===== src/hw/rtl/tbeq_pkg.sv =====
// shared types and constants for the three-band biquad equalizer
`timescale 1ns / 1ps
`default_nettype none

package tbeq_pkg;

    // default sizes
    localparam int SAMPLE_WIDTH_DEF = 24;
    localparam int MAX_CHANNELS_DEF = 8;

    // fixed field widths
    localparam int CHAN_W     = 3;
    localparam int COEF_W     = 20;
    localparam int COEF_FRAC  = 16;
    localparam int HIST_GUARD = 4;

    // filter structure
    localparam int NUM_STAGES = 3;
    localparam int NUM_TAPS   = 4;
    localparam int MAC_STEPS  = 5;

    // configuration registers
    localparam int CFG_IDX_W  = 3;
    localparam int CFG_DATA_W = 60;
    localparam int B_REG_W    = 3 * COEF_W;
    localparam int A_REG_W    = 2 * COEF_W;
    localparam logic [B_REG_W-1:0] B_RESET = B_REG_W'(1 << COEF_FRAC);

    typedef enum logic [CFG_IDX_W-1:0] {
        REG_LOW_B  = 3'd0,
        REG_LOW_A  = 3'd1,
        REG_MID_B  = 3'd2,
        REG_MID_A  = 3'd3,
        REG_HIGH_B = 3'd4,
        REG_HIGH_A = 3'd5
    } tbeq_reg_t;

    // sequencer states
    typedef enum logic [2:0] {
        ST_IDLE,
        ST_READ,
        ST_MAC,
        ST_WRITE,
        ST_DONE
    } tbeq_state_t;

    // control of the shared multiply-accumulate unit
    typedef struct packed {
        logic clear;
        logic mul_en;
        logic add_en;
        logic sub;
    } tbeq_mac_ctl_t;

endpackage

`default_nettype wire


===== src/hw/rtl/tbeq_mac.sv =====
// shared multiply-accumulate unit with rounding and saturation to the history range
`timescale 1ns / 1ps
`default_nettype none

module tbeq_mac import tbeq_pkg::*; #(
    parameter int SAMPLE_WIDTH = SAMPLE_WIDTH_DEF,
    localparam int HIST_W = SAMPLE_WIDTH + HIST_GUARD
) (
    input  wire logic                     clk,
    input  wire tbeq_mac_ctl_t            ctl,
    input  wire logic signed [COEF_W-1:0] coef,
    input  wire logic signed [HIST_W-1:0] operand,
    output logic signed [HIST_W-1:0]      y
);

    localparam int PROD_W = COEF_W + HIST_W;
    localparam int ACC_W  = PROD_W + 3;
    localparam logic signed [ACC_W-1:0] ROUND_HALF = ACC_W'(1 << (COEF_FRAC - 1));

    logic signed [PROD_W-1:0] prod_reg;
    logic                     prod_sub_reg;
    logic signed [ACC_W-1:0]  acc_reg;
    logic signed [ACC_W-1:0]  prod_ext;
    logic signed [ACC_W-1:0]  rnd_sum;
    logic signed [ACC_W-1:0]  rnd;
    logic [ACC_W-HIST_W:0]    top_bits;

    // product register, then add or subtract into the accumulator
    always_ff @(posedge clk)
    begin
        if (ctl.mul_en)
        begin
            prod_reg     <= PROD_W'(coef) * PROD_W'(operand);
            prod_sub_reg <= ctl.sub;
        end
        if (ctl.clear)
            acc_reg <= '0;
        else if (ctl.add_en)
            acc_reg <= prod_sub_reg ? acc_reg - prod_ext : acc_reg + prod_ext;
    end

    assign prod_ext = ACC_W'(prod_reg);

    // round half up, drop the coefficient fraction, clamp to history width
    assign rnd_sum  = acc_reg + ROUND_HALF;
    assign rnd      = rnd_sum >>> COEF_FRAC;
    assign top_bits = rnd[ACC_W-1:HIST_W-1];

    always_comb
    begin
        if ((&top_bits) || !(|top_bits))
            y = rnd[HIST_W-1:0];
        else
            y = {rnd[ACC_W-1], {(HIST_W-1){~rnd[ACC_W-1]}}};
    end

endmodule

`default_nettype wire


===== config.mk =====
export PLATFORM = sky130hd
export DESIGN_NAME = tbeq_mac
export DESIGN_NICKNAME = d
export VERILOG_FILES = /design/src/hw/rtl/tbeq_pkg.sv /design/src/hw/rtl/tbeq_mac.sv
export SDC_FILE = /design/constraint.sdc
export NUM_CORES = 2
export LEC_CHECK = 0
export BUFFER_PORTS_ARGS = -buffer_cell sky130_fd_sc_hd__clkbuf_2
export CORE_UTILIZATION = 60
export DETAILED_ROUTE_END_ITERATION = 6
export PLACE_DENSITY = 0.82
export SYNTH_ARGS = -nofsm -noshare
export SYNTH_HDL_FRONTEND = slang
export SYNTH_SLANG_ARGS = --single-unit

===== constraint.sdc =====
create_clock -name clk -period 8.7 [get_ports clk]
set_input_delay 0.87 -clock clk [delete_from_list [all_inputs] [get_ports clk]]
set_output_delay 0.87 -clock clk [all_outputs]
set_load 0.02 [all_outputs]

# Word level (Yosys, flattened, before mapping)
# Index checks and enable logic that the tools add are counted.
# totals
register_bits	100
out_inout_bits	28
word_cells	14
# op_classes
add_sub_neg	3
n_mul	1
mux	2
bitwise_logic	1
n_reduce_logical	4
# ops
operator	count
adder 51 x 17 -> 51 bit (second input constant)	1
adder 51 x 48 -> 51 bit	1
two-way mux 51 bit	1
subtractor 51 x 48 -> 51 bit	1
multiplier 20 x 28 -> 48 bit	1
two-way mux 28 bit	1
AND reduction 8 bit	1
OR reduction 8 bit	1
logical NOT 1 bit	1
logical OR 1 bit	1
NOT 1 bit	1

# Longest topological paths before layout
# depth
ltp_word	5
mapped_depth	28
depth_no_buf	26

# Least setup slack after synthesis
# OpenSTA, ideal clock, no wires.
# synth_timing
path_kind	input to register
startpoint	input port coef[11]
endpoint	register prod_reg[46] (data pin)
arrival_time_ps	7199
required_ps	8439
setup_slack_ps	1240
cell_stages	23
n_path_buf	2
path_cell_list	clkbuf_1 -> clkbuf_1 -> nand2_1 -> fa_1 -> inv_1 -> fa_1 -> fa_1 -> fa_1 -> fa_1 -> fa_1 -> inv_1 -> fa_1 -> inv_1 -> ha_1 -> a21o_1 -> a211oi_1 -> o211ai_1 -> o211ai_1 -> a2bb2oi_1 -> a31oi_1 -> o41ai_1 -> a21oi_1 -> a311o_1
# synth_via
elab_chain_len	1
# synth_rtl
item	line	source
from (decl)	tbeq_mac.sv:11	input wire logic signed [COEF_W-1:0] coef,
multiplier 20 x 28 -> 48 bit	tbeq_mac.sv:33	prod_reg <= PROD_W'(coef) * PROD_W'(operand);
to (signal assigned)	tbeq_mac.sv:33	
to (decl)	tbeq_mac.sv:20	logic signed [PROD_W-1:0] prod_reg;
# No other way between the ends.
# A chain may end at the register's enable or synchronous reset.

# Final worst setup path
# layout_timing
startpoint	input port coef[2]
endpoint	register prod_reg[46] (data pin)
# Same word-level chain as after synthesis.

==> results.toml <==
[floorplan]
initial_utilization_pct = 60.8
dieArea_um2 = 48200
die_h_um = 220
rows = 79
pin_count = 81
die_w_um = 220
core_area_um2 = 46700

[critical_path]
required_ns = 8.81
crit_path_start_kind = "primary input"
slowest_stage = "fa_1"
cp_common_cell = "fa_1"
crit_family = "adder cells"
cp_num_buf_inv = 8
worstPathMaxFanout = 28
cpPeakStageDelay_ns = 0.76
critical_path_class = "primary input to flip-flop"
critPathArrivalTime_ns = 7.97
critPathCaptureType = "flip-flop"

[cells_and_area]
largest_reg_flops = 51
layout-drive-gt1-share_pct = 5.30
fin_nets = 3957
syn2layout_area_growth_pct = 3.45

[detailed_routing]
drc = 34
antenna_left = 0
firstDrtPassIters = 7
vias = 21000
wl_um = 64700
drtIter0Drc = 1293
via_per_inst = 5.56
wl_per_cell_um = 17.1

[clock_tree]
cts_buffers = 9
clockBufferDepth = 2
cts_root_buf = "clkbuf_16"
cts.sinks = 100
cts_resized = 0
clkLatencyLatePin_ns = 0.36
cts_htree_levels = 3
cts_tree = "yes"
post-cts-setup-buffers = 0
cts.clk_slew.worst_paths_ns = 0.07
cts_hold_buf = 0

[grt]
grt_max_degree = 70
grt_pass1_wl_um = 109000
grt_overflow = 0
grt_usage_pct = 28.5
grt_antenna_before_repair = 0
grt_pass1_vias = 21800

[synthesis]
yosysWarnings = 0
postSynthAreaPerCell_um2 = 8.86
ys_seq_elements = 100
synthArstFlopShare_pct = 0
ys_seq_area_share_pct = 8.78
synthesis.area_um2 = 28400
syn_inst = 3203
synth-edff-count = 49
synth_ff_type = "dfxtp_1"
synth_fp_nets = 3996
ys_types = 85

[sta]
setup_tns_ns = 0
worst_hold_slack_ns = 0.489
tightestPinTransition_ns = 1.13
finalSetupViolations = 0
clock-skew-final_ns = 0.00622
slew_violations = 0
slew_headroom_pct = 24.6
rsz0062_at_grt = "false"
final-hold-violation-count = 0
max_freq_mhz = 127
fin_crit_ns = 7.86
timing.final.crit_share_pct = 90.3

[placed_design]
dp_hpwl_um = 52300
port_buffers = 80
gp_congestion = 0.936

[outcome]
status = "complete, but fails checks"
violations = "design-rule violations"

[job]
maxCapViolCount = 0

[hold_path]
worstHoldPathType = "flip-flop to flip-flop"
[layout by cell type, fill, tap and decap left out, types with 4 or more instances in the layout]
cell	n
dfxtp_1	51
nor2b_1	33
o21ai_0	60
and2_1	304
a31o_2	5
and4_1	4
nand2_1	321
o21a_1	9
xor2_1	46
nor3_1	28
o21ai_2	21
a31oi_1	14
nand2b_1	23
a211o_1	5
nor2_1	134
ha_1	175
a211oi_1	18
nor4b_1	4
fa_1	565
clkbuf_16	9
and3_1	12
edfxtp_1	49
or4_1	4
mux2i_1	35
o221ai_1	4
inv_1	655
clkbuf_2	80
or2_2	6
nand3b_1	7
nor3b_1	4
o211ai_1	8
xnor2_1	121
a21oi_1	129
nand4_1	20
or3_1	6
a21o_1	42
o21bai_1	19
buf_4	19
nor4_1	14
nand3_1	31
[layout make-up]
cell class                      instances  area, um2
Timing Repair Buffer                   99        543
Inverter                              655       2460
Antenna cell                            1       2.50
Sequential cell                       100       2490
Fill cell                            3880      17300
Clock inverter                          7       50.0
Tap cell                              607        759
Multi-Input combinational cell       2299      22800
Clock buffer                            9        225
[Yosys cell counts, drive strengths merged, types with 32 or more instances]
cell type,number,area share [%]
mux2i,35,1.2
xnor2,121,3.7
a21oi,132,2.4
edfxtp,49,5.2
inv,655,8.7
nor3,32,0.68
a21o,42,1.1
dfxtp,51,3.6
ha,175,7.7
nor2,136,1.8
o21ai,83,1.7
xor2,46,1.4
fa,565,40
nor2b,33,0.73
clkbuf,139,1.8
and2,304,6.7
nand2,321,4.2
[path summary, 6_finish.rpt]
check              startpoint           end  slack, ns  depth (start not counted)
hold reg to reg   acc_reg[11]   acc_reg[11]       0.49                          2
setup reg to reg  prod_reg[8]   acc_reg[50]       3.01                         19
setup / recovery      coef[2]  prod_reg[46]       0.84                         25
hold / removal    acc_reg[11]   acc_reg[11]       0.49                          2
[worst reg2reg max path, stage by stage (launching register included)]
cell and delay (ns):
edfxtp_1 0.45, or4_4 0.56, or3_4 0.39, nor3_2 0.42, nand2_1 0.18, nor3_2 0.28, nand2_1 0.09, nor2_1 0.26
nor2_1 0.10, xnor2_1 0.17, ha_1 0.38, nand2_1 0.12, or3_1 0.33, a2111oi_0 0.60, nand3_1 0.15, o221ai_1 0.28
o221ai_1 0.20, xnor2_1 0.28, a211oi_1 0.12, a31o_1 0.22
[through the flow]
stage	util (%)	worst slack [ns]	cells	area (um2)
after detailed placement	62.3	0.480	3760	29100
final	62.9	0.840	3777	29400
after floorplan	-	1.24	3203	28400
after global placement	62.3	0.674	3760	29100
after global routing	62.9	0.382	3776	29400
after CTS	62.9	0.875	3776	29400
[cell families after synthesis]
logic type,share of synthesized area [%]
simple gates,17.6
buf+inv,10.8
fa+ha+maj,47.6
compound gates,8.77
xor+xnor,5.15
flops,8.78
mux,1.31
[layer usage]
layer	up-vias	share of wire (%)	track usage, %
met4	0	2.2	7.85
met3	105	8.4	4.78
li1	9774	-	-
met1	10300	43	39.4
met2	813	47	46.4
met5	-	0	0
Power is left out: the tool's default activity adds up to more than one toggle a clock period on the data nets, which glitch-free logic cannot reach.
